==> src/rtl/ptw_pkg.sv <==
// shared types, constants and helpers of the page table walker
package ptw_pkg;

    localparam int VA_W       = 48;
    localparam int FRAME_W    = 40;
    localparam int ENTRY_W    = 64;
    localparam int ADDR_W     = 52;
    localparam int IDX_W      = 9;
    localparam int ENTRY_SHIFT = 3;
    localparam int FRAME_LSB  = 12;
    localparam int PRESENT_BIT = 0;
    localparam int LARGE_BIT  = 7;

    localparam logic FUNC_TRANSLATE = 1'b0;
    localparam logic FUNC_ENTRY     = 1'b1;

    localparam logic [1:0] KIND_READ  = 2'd0;
    localparam logic [1:0] KIND_DONE  = 2'd1;
    localparam logic [1:0] KIND_FAULT = 2'd2;

    localparam logic [1:0] LEVEL_PML4 = 2'd0;
    localparam logic [1:0] LEVEL_PDPT = 2'd1;
    localparam logic [1:0] LEVEL_PD   = 2'd2;
    localparam logic [1:0] LEVEL_PT   = 2'd3;

    // classified item; frame is the root frame for a request, entry bits 51:12 otherwise
    typedef struct packed {
        logic               is_req;
        logic               present;
        logic               large_page;
        logic [FRAME_W-1:0] frame;
        logic [VA_W-1:0]    virt_addr;
    } ptw_cmd_t;

    function automatic logic [IDX_W-1:0] table_index(input logic [VA_W-1:0] va,
                                                     input logic [1:0] level);
        logic [IDX_W-1:0] idx;
        begin
            unique case (level)
                LEVEL_PML4: idx = va[47:39];
                LEVEL_PDPT: idx = va[38:30];
                LEVEL_PD:   idx = va[29:21];
                LEVEL_PT:   idx = va[20:12];
                default:    idx = va[47:39];
            endcase
            return idx;
        end
    endfunction

endpackage

==> src/rtl/ptw_cmd_if.sv <==
// input channel of the page table walker
interface ptw_cmd_if
    import ptw_pkg::*;
();
    logic               valid;
    logic               ready;
    logic               func;
    logic [VA_W-1:0]    virt_addr;
    logic [FRAME_W-1:0] root_frame;
    logic [ENTRY_W-1:0] table_entry;

    modport source (output valid, output func, output virt_addr, output root_frame,
                    output table_entry, input ready);
    modport sink   (input valid, input func, input virt_addr, input root_frame,
                    input table_entry, output ready);
endinterface

==> src/rtl/ptw_rsp_if.sv <==
// result channel of the page table walker
interface ptw_rsp_if
    import ptw_pkg::*;
();
    logic              valid;
    logic              ready;
    logic [1:0]        kind;
    logic [ADDR_W-1:0] address;

    modport source (output valid, output kind, output address, input ready);
    modport sink   (input valid, input kind, input address, output ready);
endinterface

==> src/rtl/ptw_front.sv <==
// front end: accepts transfers and classifies them into queue items
module ptw_front
    import ptw_pkg::*;
(
    ptw_cmd_if.sink  cmd,
    input  logic     queue_full,
    output logic     push,
    output ptw_cmd_t push_item
);

    assign cmd.ready = !queue_full;
    assign push      = cmd.valid && !queue_full;

    always_comb
    begin
        push_item.is_req     = (cmd.func == FUNC_TRANSLATE);
        push_item.present    = cmd.table_entry[PRESENT_BIT];
        push_item.large_page = cmd.table_entry[LARGE_BIT];
        push_item.virt_addr  = cmd.virt_addr;
        if (cmd.func == FUNC_TRANSLATE)
        begin
            push_item.frame = cmd.root_frame;
        end
        else
        begin
            push_item.frame = cmd.table_entry[FRAME_LSB +: FRAME_W];
        end
    end

endmodule

==> src/rtl/ptw_queue.sv <==
// two-entry queue between front end and back end
module ptw_queue
    import ptw_pkg::*;
(
    input  logic     clk,
    input  logic     rst_n,
    input  logic     push,
    input  ptw_cmd_t push_item,
    input  logic     pop,
    output logic     full,
    output logic     head_valid,
    output ptw_cmd_t head
);

    ptw_cmd_t   slot_reg [2];
    logic       wr_ptr_reg, wr_ptr_next;
    logic       rd_ptr_reg, rd_ptr_next;
    logic [1:0] count_reg, count_next;

    assign full       = (count_reg == 2'd2);
    assign head_valid = (count_reg != 2'd0);
    assign head       = slot_reg[rd_ptr_reg];

    always_comb
    begin
        wr_ptr_next = wr_ptr_reg;
        rd_ptr_next = rd_ptr_reg;
        count_next  = count_reg;
        if (push)
        begin
            wr_ptr_next = !wr_ptr_reg;
        end
        if (pop)
        begin
            rd_ptr_next = !rd_ptr_reg;
        end
        if (push && !pop)
        begin
            count_next = count_reg + 2'd1;
        end
        else if (pop && !push)
        begin
            count_next = count_reg - 2'd1;
        end
    end

    always_ff @(posedge clk or negedge rst_n)
    begin
        if (!rst_n)
        begin
            wr_ptr_reg <= 1'b0;
            rd_ptr_reg <= 1'b0;
            count_reg  <= 2'd0;
        end
        else
        begin
            wr_ptr_reg <= wr_ptr_next;
            rd_ptr_reg <= rd_ptr_next;
            count_reg  <= count_next;
        end
    end

    always_ff @(posedge clk)
    begin
        if (push)
        begin
            slot_reg[wr_ptr_reg] <= push_item;
        end
    end

endmodule

==> src/rtl/ptw_back.sv <==
// back end: walk state, address forming and result register
module ptw_back
    import ptw_pkg::*;
#(
    parameter int PHYS_ADDR_BITS = 52
)
(
    input  logic     clk,
    input  logic     rst_n,
    input  logic     head_valid,
    input  ptw_cmd_t head,
    output logic     pop,
    ptw_rsp_if.source res
);

    logic                      busy_reg, busy_next;
    logic [1:0]                level_reg, level_next;
    logic [VA_W-1:0]           va_reg, va_next;
    logic                      out_valid_reg, out_valid_next;
    logic [1:0]                out_kind_reg, out_kind_next;
    logic [PHYS_ADDR_BITS-1:0] out_addr_reg, out_addr_next;

    logic              emit;
    logic [1:0]        emit_kind;
    logic [ADDR_W-1:0] full_addr;
    logic [1:0]        level_inc;

    assign pop       = head_valid && (!out_valid_reg || res.ready);
    assign level_inc = level_reg + 2'd1;

    // classify the head item against the walk state
    always_comb
    begin
        emit       = 1'b0;
        emit_kind  = KIND_READ;
        full_addr  = '0;
        busy_next  = busy_reg;
        level_next = level_reg;
        va_next    = va_reg;
        if (head.is_req)
        begin
            emit       = 1'b1;
            emit_kind  = KIND_READ;
            full_addr  = {head.frame, table_index(head.virt_addr, LEVEL_PML4),
                          {ENTRY_SHIFT{1'b0}}};
            busy_next  = 1'b1;
            level_next = LEVEL_PML4;
            va_next    = head.virt_addr;
        end
        else if (busy_reg)
        begin
            emit = 1'b1;
            if (!head.present)
            begin
                emit_kind = KIND_FAULT;
                busy_next = 1'b0;
            end
            else if (level_reg == LEVEL_PDPT && head.large_page)
            begin
                // 1 GiB page
                emit_kind = KIND_DONE;
                full_addr = {head.frame[FRAME_W-1:18], va_reg[29:0]};
                busy_next = 1'b0;
            end
            else if (level_reg == LEVEL_PD && head.large_page)
            begin
                // 2 MiB page
                emit_kind = KIND_DONE;
                full_addr = {head.frame[FRAME_W-1:9], va_reg[20:0]};
                busy_next = 1'b0;
            end
            else if (level_reg == LEVEL_PT)
            begin
                emit_kind = KIND_DONE;
                full_addr = {head.frame, va_reg[FRAME_LSB-1:0]};
                busy_next = 1'b0;
            end
            else
            begin
                emit_kind  = KIND_READ;
                full_addr  = {head.frame, table_index(va_reg, level_inc),
                              {ENTRY_SHIFT{1'b0}}};
                level_next = level_inc;
            end
        end
    end

    always_comb
    begin
        out_valid_next = out_valid_reg;
        out_kind_next  = out_kind_reg;
        out_addr_next  = out_addr_reg;
        if (pop)
        begin
            out_valid_next = emit;
            if (emit)
            begin
                out_kind_next = emit_kind;
                out_addr_next = full_addr[PHYS_ADDR_BITS-1:0];
            end
        end
        else if (res.ready)
        begin
            out_valid_next = 1'b0;
        end
    end

    always_ff @(posedge clk or negedge rst_n)
    begin
        if (!rst_n)
        begin
            busy_reg      <= 1'b0;
            level_reg     <= LEVEL_PML4;
            va_reg        <= '0;
            out_valid_reg <= 1'b0;
        end
        else
        begin
            out_valid_reg <= out_valid_next;
            if (pop)
            begin
                busy_reg  <= busy_next;
                level_reg <= level_next;
                va_reg    <= va_next;
            end
        end
    end

    always_ff @(posedge clk)
    begin
        out_kind_reg <= out_kind_next;
        out_addr_reg <= out_addr_next;
    end

    assign res.valid   = out_valid_reg;
    assign res.kind    = out_kind_reg;
    assign res.address = ADDR_W'(out_addr_reg);

endmodule

==> src/rtl/four_level_page_table_walker_top.sv <==
// top level of the four-level page table walker
// Walks x86-64 four-level page tables one transfer at a time. A transfer on cmd with
// func clear starts (or restarts) a walk and is answered by a read request for the
// top-level entry; each transfer with func set carries the entry read from memory and
// is answered by the next read request, the translated physical address, or a fault
// with address 0. Entries that arrive while no walk is active give no result. The
// front end classifies each transfer and puts it in a two-entry queue; the back end
// holds the walk state (active flag, level, virtual address) and retires one queued
// item per cycle into the result register, so one item per cycle is sustained while
// res takes results. With an empty queue an item goes into the queue at the cmd
// transfer and from there into the result register, which drives res valid. A stalled
// res holds one result and lets the queue fill; cmd ready drops once two items wait.
// All produced addresses are truncated to PHYS_ADDR_BITS and zero-extended on res.
module four_level_page_table_walker_top
    import ptw_pkg::*;
#(
    parameter int PHYS_ADDR_BITS = 52
)
(
    input  logic      clk,
    input  logic      rst_n,
    ptw_cmd_if.sink   cmd,
    ptw_rsp_if.source res
);

    // front end to queue
    logic     push;
    ptw_cmd_t push_item;
    logic     queue_full;

    // queue to back end
    logic     head_valid;
    ptw_cmd_t head;
    logic     pop;

    ptw_front u_front (
        .cmd        (cmd),
        .queue_full (queue_full),
        .push       (push),
        .push_item  (push_item)
    );

    ptw_queue u_queue (
        .clk        (clk),
        .rst_n      (rst_n),
        .push       (push),
        .push_item  (push_item),
        .pop        (pop),
        .full       (queue_full),
        .head_valid (head_valid),
        .head       (head)
    );

    // back end owns the walk state and the result register
    ptw_back #(
        .PHYS_ADDR_BITS (PHYS_ADDR_BITS)
    ) u_back (
        .clk        (clk),
        .rst_n      (rst_n),
        .head_valid (head_valid),
        .head       (head),
        .pop        (pop),
        .res        (res)
    );

`ifndef NO_ASSERTIONS
    // a retired translate request always shows a read request next
    assert property (@(posedge clk) disable iff (!rst_n)
        pop && head.is_req |=> res.valid && res.kind == KIND_READ)
        else $error("translate request did not produce a read request");

    // a fault never carries an address
    assert property (@(posedge clk) disable iff (!rst_n)
        res.valid && res.kind == KIND_FAULT |-> res.address == '0)
        else $error("fault result with nonzero address");

    // the queue never takes a transfer when full
    assert property (@(posedge clk) disable iff (!rst_n)
        queue_full |-> !push)
        else $error("push into full queue");
`endif

endmodule

==> src/flat_wrapper.sv <==
// flat-port wrapper written by rule: the top's interface ports become plain ports
module four_level_page_table_walker_top_flat import ptw_pkg::*;
#(
    parameter int PHYS_ADDR_BITS = 52
)
  (clk, rst_n, cmd_valid, cmd_func, cmd_virt_addr, cmd_root_frame, cmd_table_entry, cmd_ready, res_valid, res_kind, res_address, res_ready);
  ptw_cmd_if cmd_i ();
  ptw_rsp_if res_i ();
  input  logic clk;
  input  logic rst_n;
  input wire logic [$bits(cmd_i.valid)-1:0] cmd_valid;
  input wire logic [$bits(cmd_i.func)-1:0] cmd_func;
  input wire logic [$bits(cmd_i.virt_addr)-1:0] cmd_virt_addr;
  input wire logic [$bits(cmd_i.root_frame)-1:0] cmd_root_frame;
  input wire logic [$bits(cmd_i.table_entry)-1:0] cmd_table_entry;
  output wire logic [$bits(cmd_i.ready)-1:0] cmd_ready;
  output wire logic [$bits(res_i.valid)-1:0] res_valid;
  output wire logic [$bits(res_i.kind)-1:0] res_kind;
  output wire logic [$bits(res_i.address)-1:0] res_address;
  input wire logic [$bits(res_i.ready)-1:0] res_ready;
  assign cmd_i.valid = cmd_valid;
  assign cmd_i.func = cmd_func;
  assign cmd_i.virt_addr = cmd_virt_addr;
  assign cmd_i.root_frame = cmd_root_frame;
  assign cmd_i.table_entry = cmd_table_entry;
  assign cmd_ready = cmd_i.ready;
  assign res_valid = res_i.valid;
  assign res_kind = res_i.kind;
  assign res_address = res_i.address;
  assign res_i.ready = res_ready;
  four_level_page_table_walker_top #(.PHYS_ADDR_BITS(PHYS_ADDR_BITS)) u_core (.clk(clk), .rst_n(rst_n), .cmd(cmd_i), .res(res_i));
endmodule
==> config.mk <==
export PLATFORM = sky130hd
export DESIGN_NAME = four_level_page_table_walker_top_flat
export DESIGN_NICKNAME = d
export VERILOG_FILES = /design/src/rtl/ptw_pkg.sv /design/src/rtl/ptw_cmd_if.sv /design/src/rtl/ptw_rsp_if.sv /design/src/rtl/ptw_front.sv /design/src/rtl/ptw_queue.sv /design/src/rtl/ptw_back.sv /design/src/rtl/four_level_page_table_walker_top.sv /design/src/flat_wrapper.sv
export SDC_FILE = /design/constraint.sdc
export NUM_CORES = 1
export LEC_CHECK = 0
export BUFFER_PORTS_ARGS = -buffer_cell sky130_fd_sc_hd__buf_2
export CAP_MARGIN = 40
export CORE_MARGIN = 8
export CORE_UTILIZATION = 50
export DETAILED_ROUTE_END_ITERATION = 7
export GPL_TIMING_DRIVEN = 0
export PLACE_DENSITY = 0.86
export SYNTH_ARGS = -nofsm -noshare
export SYNTH_HDL_FRONTEND = slang
export SYNTH_SLANG_ARGS = --single-unit
export TNS_END_PERCENT = 30
==> constraint.sdc <==
create_clock -name clk -period 5.3 [get_ports clk]
set_input_delay 0.265 -clock clk [delete_from_list [all_inputs] [get_ports clk]]
set_output_delay 0.265 -clock clk [all_outputs]
set_load 0.03 [all_outputs]
==> metrics.cfg, run 1 <==
[outcome]
status = complete, no violations

[die]
io_pins = 213
rows = 55
die_w_um = 166
die_h_um = 166
start_util_pct = 50.4
fp.dieArea_um2 = 27600
core_area_um2 = 22400

[sta]
fin_crit_sh_pct = 48.6
max_slew_margin_pct = 50.5
rsz0062_at_grt = no
finalSetupViolCount = 0
setup_tns_ps = 0
min_period_ps = 2580
drv_slew = 0
fin_worst_skew_ps = 10.5
tightest_slew_ps = 741
whs_ps = 59.4
hold_viol = 0
max_freq_mhz = 388

[finish]
final_common_cell = edfxtp_1
largest_reg_flops = 182
nets = 1135
drive_above_1_share_pct = 31.9
nFillCells = 1605
area_growth_pct = 26.0
num_antenna_cells = 0
final_cells = 1278
stdcell_area_um2 = 14200
final_cell_mix = edfxtp_1, buf_2, mux2i_1

[pwr]
finalPower_mw = 8.56
power_density_nw_per_um2 = 603
leakagePower_nw = 5.62
ir_worst_vdd_uv = 350

[hold_path]
hp-class = primary input to flop

[routing]
remaining_drc_errors = 0
vias = 6857
ant_nets = 0
viasPerCell = 5.37
drt-initial-drc-count = 612
wl_mm = 25.7
wire_per_inst_um = 20.1
drtPass1Iterations = 5

[placed_design]
dpl_cell_area_um2 = 12800
place_inst = 1175
io_buffers = 189
place_hpwl_mm = 17.9
finalWeightedCongestion = 0.821

[synth]
synth_edf_count = 236
synth_nets = 856
synth_seq_cells = 283
avgSynthCellArea_um2 = 16.3
async_reset_ff_share_pct = 16.6
synth_cell_types = 40
synth.cell_area_um2 = 11300
synth_seq_area_share_pct = 73.3
synth_top_area_share_pct = 62.9
synthTopCellsByArea = edfxtp_1, dfrtp_1, mux2i_1, mux2_2, nor2_1
yosys_most_used_dff = edfxtp_1
synth_top_area_cell = edfxtp_1
ys_warn_count = 0
postSynthCellCount = 693

[worst_setup_path]
startpoint_type = flop
path_common_cell = buf_16
cpPeakStageDelay_ps = 540
crit_buf_inv = 4
path_cells = buf_6 -> mux2_4 -> clkbuf_1 -> nor2_1 -> nor2_4 -> buf_16 -> buf_16
crit_family = buffers and inverters
end_kind = flop
arrival_ps = 2810
crit_slowest_cell = nor2_4
cp.required_ps = 5530
cp_max_fo = 20
path_class = flop to flop

[clocking]
post_cts_buffers = 0
clkSinkCount = 283
cts.clk_slew.worst_paths_ps = 60
clk_latency_ps = 530
cts_tree = yes
numCtsBuffers = 29
cts_root_buffer = clkbuf_16
cts_max_level = 1
cts_buffer_depth = 3

[global_routing]
grt_pass1_vias = 7422
grt_overflow = 0
antenna_found_initial = 0
grt_start_max_net_pins = 48
grt_usage_pct = 18.3
grt_pass1_wl_mm = 39.7

[job]
maxCapViolCount = 0

-- path summary, 6_finish.rpt --
| path | startpoint | depth (start not counted) | slack [ps] | end |
|---|---|---|---|---|
| worst max-delay path | u_core.u_queue.rd_ptr_reg | 7 | 2720 | u_core.u_back.res.address[37] |
| worst min-delay path | cmd_root_frame[20] | 2 | 60 | u_core.u_queue.slot_reg[0][68] |
| worst max register to register | u_core.u_queue.rd_ptr_reg | 7 | 2720 | u_core.u_back.res.address[37] |
| worst min register to register | u_core.u_back.va_reg[35] | 2 | 530 | u_core.u_back.va_reg[35] |
| max in group asynchronous | rst_n | 3 | 4450 | u_core.u_back.va_reg[35] |
| min in group asynchronous | rst_n | 2 | 310 | u_core.u_queue.wr_ptr_reg |
-- worst reg2reg max path, delay by kind of cell, from the launching register on --
kind | cells | cell delay, ps
buffers and inverters | 4 | 970
multiplexers | 1 | 230
AND/OR/NAND/NOR | 2 | 710
flip-flops | 1 | 380
-- cell usage after synthesis, types with 2 or more instances --
cell / count
a21o_1: 10
buf_6: 4
buf_4: 5
nand2_1: 10
mux2i_1: 90
buf_1: 3
clkbuf_1: 11
nand2b_1: 2
and3_1: 2
a21oi_1: 40
edfxtp_1: 236
o22ai_1: 9
o21ai_1: 4
o32ai_1: 9
xor2_1: 2
inv_1: 5
o21ai_0: 7
dfrtp_1: 47
buf_2: 15
a222oi_1: 9
ha_1: 6
mux2_4: 2
and2_1: 13
mux2_2: 49
nor2_1: 86
xnor2_1: 3
-- cell families (layout without fill, tap and decap cells) --
logic type      after synthesis  count (layout)  synth area share (%)
flops                       283             283                  73.3
mux                         141             141                  13.2
simple gates                117             117                  4.41
compound gates               97              97                  5.97
buf+inv                      44             344                  2.08
fa+ha+maj                     6               6                 0.666
xor+xnor                      5               5                 0.389
-- cell type report --
type	count	area [µm²]	share of cell area (%)
multi-input cells	366	2790	19.7
flip-flops and latches	283	8260	58.2
well taps	285	357	2.51
clock inverters	7	83.8	0.591
inverters	5	18.8	0.132
clock buffers	45	826	5.82
repair buffers	248	1640	11.6
plain buffers	39	215	1.52
-- layer usage --
metal | track usage, % | wire [µm] | share of wire [%] | vias to the layer above
met5 | 0 | 0 | 0 | -
met4 | 5.65 | 689 | 2.7 | 0
met3 | 3.64 | 1640 | 6.4 | 46
met2 | 31.7 | 13100 | 51 | 250
met1 | 22.8 | 10300 | 40 | 3361
li1 | - | - | - | 3200
-- power by group --
group          switching (mW)  internal [mW]  total (mW)
logic                    1.91           1.06        2.96
registers               0.313           3.34        3.65
clock network           0.783           1.16        1.94
total                    3.00           5.55        8.56
-- per-stage QoR --
step / util [%] / worst slack (ps)
2_1_floorplan: - / 50.0
3_3_place_gp: 56.2 / -1940
3_5_place_dp: 57.1 / 2720
4_1_cts: 63.5 / 2710
5_1_grt: 63.5 / 2570
6_report: 63.5 / 2720
-- what timing repair did --
item	CTS	global route
hold endpoints to repair	123	0
hold buffers	51	0
gates resized for setup	0	0
Note: power is estimated with default switching activity, not from simulation.
==> run 2: changes to the inputs <==
--- a/config.mk
+++ b/config.mk
@@ -5,13 +5,14 @@
 export SDC_FILE = /design/constraint.sdc
 export NUM_CORES = 1
 export LEC_CHECK = 0
+export ABC_AREA = 1
 export BUFFER_PORTS_ARGS = -buffer_cell sky130_fd_sc_hd__buf_2
 export CAP_MARGIN = 40
 export CORE_MARGIN = 8
-export CORE_UTILIZATION = 50
+export CORE_UTILIZATION = 51
 export DETAILED_ROUTE_END_ITERATION = 7
 export GPL_TIMING_DRIVEN = 0
-export PLACE_DENSITY = 0.86
+export PLACE_DENSITY = 0.84
 export SYNTH_ARGS = -nofsm -noshare
 export SYNTH_HDL_FRONTEND = slang
 export SYNTH_SLANG_ARGS = --single-unit
==> constraint.sdc (replaced) <==
create_clock -name clk -period 2.7 [get_ports clk]
set_input_delay 0.135 -clock clk [delete_from_list [all_inputs] [get_ports clk]]
set_output_delay 0.135 -clock clk [all_outputs]
set_load 0.03 [all_outputs]
==> run 2 against run 1 <==
  * Non-clock buffer count rose by 96
  * Clock skew rose by 1.2 ps
  * Count of clock-buffer cells in the layout fell by 11
  * Final cell count rose by 31%
  * Critical endpoint is now u_core.u_back.res.address[29]
  * Critical path type unchanged
==> metrics.cfg, run 2 <==
[clocking]
cts_max_level = 1  ; unchanged
cts.clk_slew.worst_paths_ps = 70  ; about the same
clkSinkCount = 283  ; unchanged
cts_root_buffer = clkbuf_16
post_cts_buffers = 0  ; unchanged
cts_tree = yes
cts_buffer_depth = 3  ; unchanged
numCtsBuffers = 28  ; -3.4%
cts-resized-gates = 0  ; unchanged
clk_latency_ps = 540  ; about the same

[pwr]
power_frac_clock_pct = 22.4  ; -0.3 points
combPwrFrac_pct = 36.9  ; +2.3 points
ir_worst_vdd_uv = 549  ; +57%
p_int_mw = 10.9  ; +97%
power_frac_seq_pct = 40.7  ; -2.0 points
power_density_nw_per_um2 = 1150  ; +91%
leakagePower_nw = 6.45  ; +15%
p_sw_share_pct = 38.0  ; +3.0 points
p_sw_mw = 6.72  ; +120%

[synth]
postSynthCellCount = 1010  ; +46%
synth.cell_area_um2 = 11500  ; +2.5%
synth_seq_cells = 283  ; unchanged
synth.most_common_cell = nand2_1
synth_top_area_share_pct = 61.4  ; -1.5 points
ys_warn_count = 0  ; unchanged
synth_top_area_cell = edfxtp_1
synth_seq_area_share_pct = 71.5  ; -1.8 points
synthTopCellsByArea = edfxtp_1, nand2_1, dfrtp_1, nor2_1, o21ai_0
avgSynthCellArea_um2 = 11.4  ; -30%
synth_edf_count = 236  ; unchanged
yosys_most_used_dff = edfxtp_1
synth_cell_types = 28  ; -30%
yosys-top-cells-count = nand2_1, edfxtp_1, nor2_1
synth_nets = 1173  ; +37%
async_reset_ff_share_pct = 16.6  ; unchanged

[placed_design]
finalWeightedCongestion = 0.869  ; +5.9%
place_inst = 1492  ; +27%
dp_worst_setup_slack_ps = 533  ; -2190 ps
dpl_cell_area_um2 = 13100  ; +2.2%
place_hpwl_mm = 19.8  ; +11%
io_buffers = 189  ; unchanged

[routing]
ant_nets = 0  ; unchanged
drtPass1Iterations = 5  ; unchanged
remaining_drc_errors = 0  ; unchanged
drt-initial-drc-count = 815  ; +33%
wl_mm = 30.9  ; +20%
viasPerCell = 5.33  ; -0.61%
vias = 8938  ; +30%
wire_per_inst_um = 18.4  ; -8.5%

[finish]
final_cell_mix = nand2_1, edfxtp_1, buf_2
nets = 1532  ; +35%
largest_reg_flops = 182  ; unchanged
final_cells = 1676  ; +31%
drive_above_1_share_pct = 22.4  ; -9.6 points
nFillCells = 1522  ; -5.2%
area_growth_pct = 32.7
stdcell_area_um2 = 15300  ; +8.0%
num_antenna_cells = 0  ; unchanged
final_common_cell = nand2_1

[global_routing]
grt_overflow = 0  ; unchanged
grt_start_max_net_pins = 37  ; -23%
grt_usage_pct = 21.8  ; +3.6 points
grt_pass1_wl_mm = 48.4  ; +22%
antenna_found_initial = 0  ; unchanged
grt_pass1_vias = 9180  ; +24%

[worst_setup_path]
arrival_ps = 2460  ; -350 ps
end_kind = flop
cp.required_ps = 2930  ; -2600 ps
path_class = flop to flop
startpoint_type = flop
cp_max_fo = 30  ; +50%

[sta]
final.setup.worst_slack_ps = 472  ; -2250 ps
hold_viol = 0  ; unchanged
rsz0062_at_grt = no
fin_worst_skew_ps = 11.7  ; +1.22 ps
tightest_slew_ps = 707  ; -34.6 ps
finalSetupViolCount = 0  ; unchanged
max_freq_mhz = 449  ; +16%
setup_tns_ps = 0  ; unchanged
fin_crit_sh_pct = 82.5  ; +34 points
drv_slew = 0  ; unchanged
min_period_ps = 2230  ; -347 ps
max_slew_margin_pct = 52.8  ; +2.3 points

[outcome]
status = complete, no violations

[die]
fp.dieArea_um2 = 27700  ; +0.43%
rows = 55  ; unchanged
io_pins = 213  ; unchanged
start_util_pct = 51.5  ; +1.1 points
die_w_um = 166  ; +0.22%
core_area_um2 = 22400  ; +0.31%
die_h_um = 166  ; +0.22%

[hold_path]
hp-class = primary input to async pin

[job]
maxCapViolCount = 0  ; unchanged

## run 2: cell types whose count changed after synthesis, sizes merged, moves of 10 or more
cell | previous run | this run
or2 | 1 | 19
mux2i | 90 | 0
clkbuf | 12 | 22
nand3 | 0 | 14
nand2 | 11 | 363
o21a | 0 | 27
a21oi | 41 | 24
and2 | 13 | 0
o211ai | 0 | 10
o21ai | 11 | 71
inv | 5 | 40
mux2 | 51 | 0
a21o | 10 | 0
## run 2: power groups by stage
stage                     registers [mW]  clock network, mW  logic, mW
after floorplan                     7.99                  0       3.28
after global placement              7.29                  0       5.77
after detailed placement            7.21                  0       6.22
after CTS                           7.14               3.97       6.44
after global routing                7.28               4.18       7.08
final                               7.19               3.96       6.51
## run 2: kinds of logic (layout without fill, tap and decap cells)
kind of cell / Yosys count / in the layout / synth area share, %
compound gates: 141 / 141 / 7.04
simple gates: 483 / 483 / 16.8
buf+inv: 94 / 475 / 3.76
fa+ha+maj: 6 / 6 / 0.650
flops: 283 / 283 / 71.5
xor+xnor: 3 / 3 / 0.228
## run 2: cell type report
cell class	count	area (µm²)	area share [%]
Sequential cell	283	8260	53.9
Multi-Input combinational cell	633	2870	18.7
Tap cell	285	357	2.33
Timing Repair Buffer	329	2460	16.0
Clock buffer	34	753	4.91
Clock inverter	18	196	1.28
Buffer	54	284	1.85
Inverter	40	150	0.980
## run 2: repair_timing
| item | in CTS | in global routing |
|---|---|---|
| hold buffers | 132 | 0 |
| hold endpoints to repair | 228 | 0 |
| setup endpoints to repair | 0 | 0 |
## run 2: critical path: stages (launching register included)
cell and delay [ps]:
dfrtp_1 450, buf_2 320, nand2_1 90, nand3_1 130, nand2_1 90, inv_2 530
buf_12 290
## run 2: per-stage QoR
step / util [%] / hold slack [ps] / power, mW
4_1_cts: 68.3 / 26.5 / 17.5
5_1_grt: 68.3 / 50.9 / 18.5
3_5_place_dp: 58.2 / 51.9 / 13.4
2_1_floorplan: - / -161 / 11.3
6_report: 68.3 / 24.3 / 17.7
3_3_place_gp: 57.3 / 324 / 13.1
## run 2: path summary, 6_finish.rpt
check	cells past startpoint	start	slack, ps	to
max in group asynchronous	3	rst_n	2170	u_core.u_back.va_reg[32]
setup reg to reg	6	u_core.u_queue.rd_ptr_reg	470	u_core.u_back.res.address[29]
hold reg to reg	1	u_core.u_back.va_reg[35]	500	u_core.u_back.va_reg[35]
min in group clk	5	cmd_valid	100	u_core.u_queue.wr_ptr_reg
hold / removal	2	rst_n	20	u_core.u_back.va_reg[1]
setup / recovery	6	u_core.u_queue.rd_ptr_reg	470	u_core.u_back.res.address[29]
## run 2: metal layers
metal / share of wire (%) / wire [µm] / track usage [%] / up-vias
met5: 0 / 0 / 0 / -
met4: 5.4 / 1650 / 11.1 / 0
met3: 7.3 / 2260 / 3.40 / 108
met2: 50 / 15500 / 38.3 / 473
met1: 37 / 11500 / 25.8 / 4230
li1: - / - / - / 4127
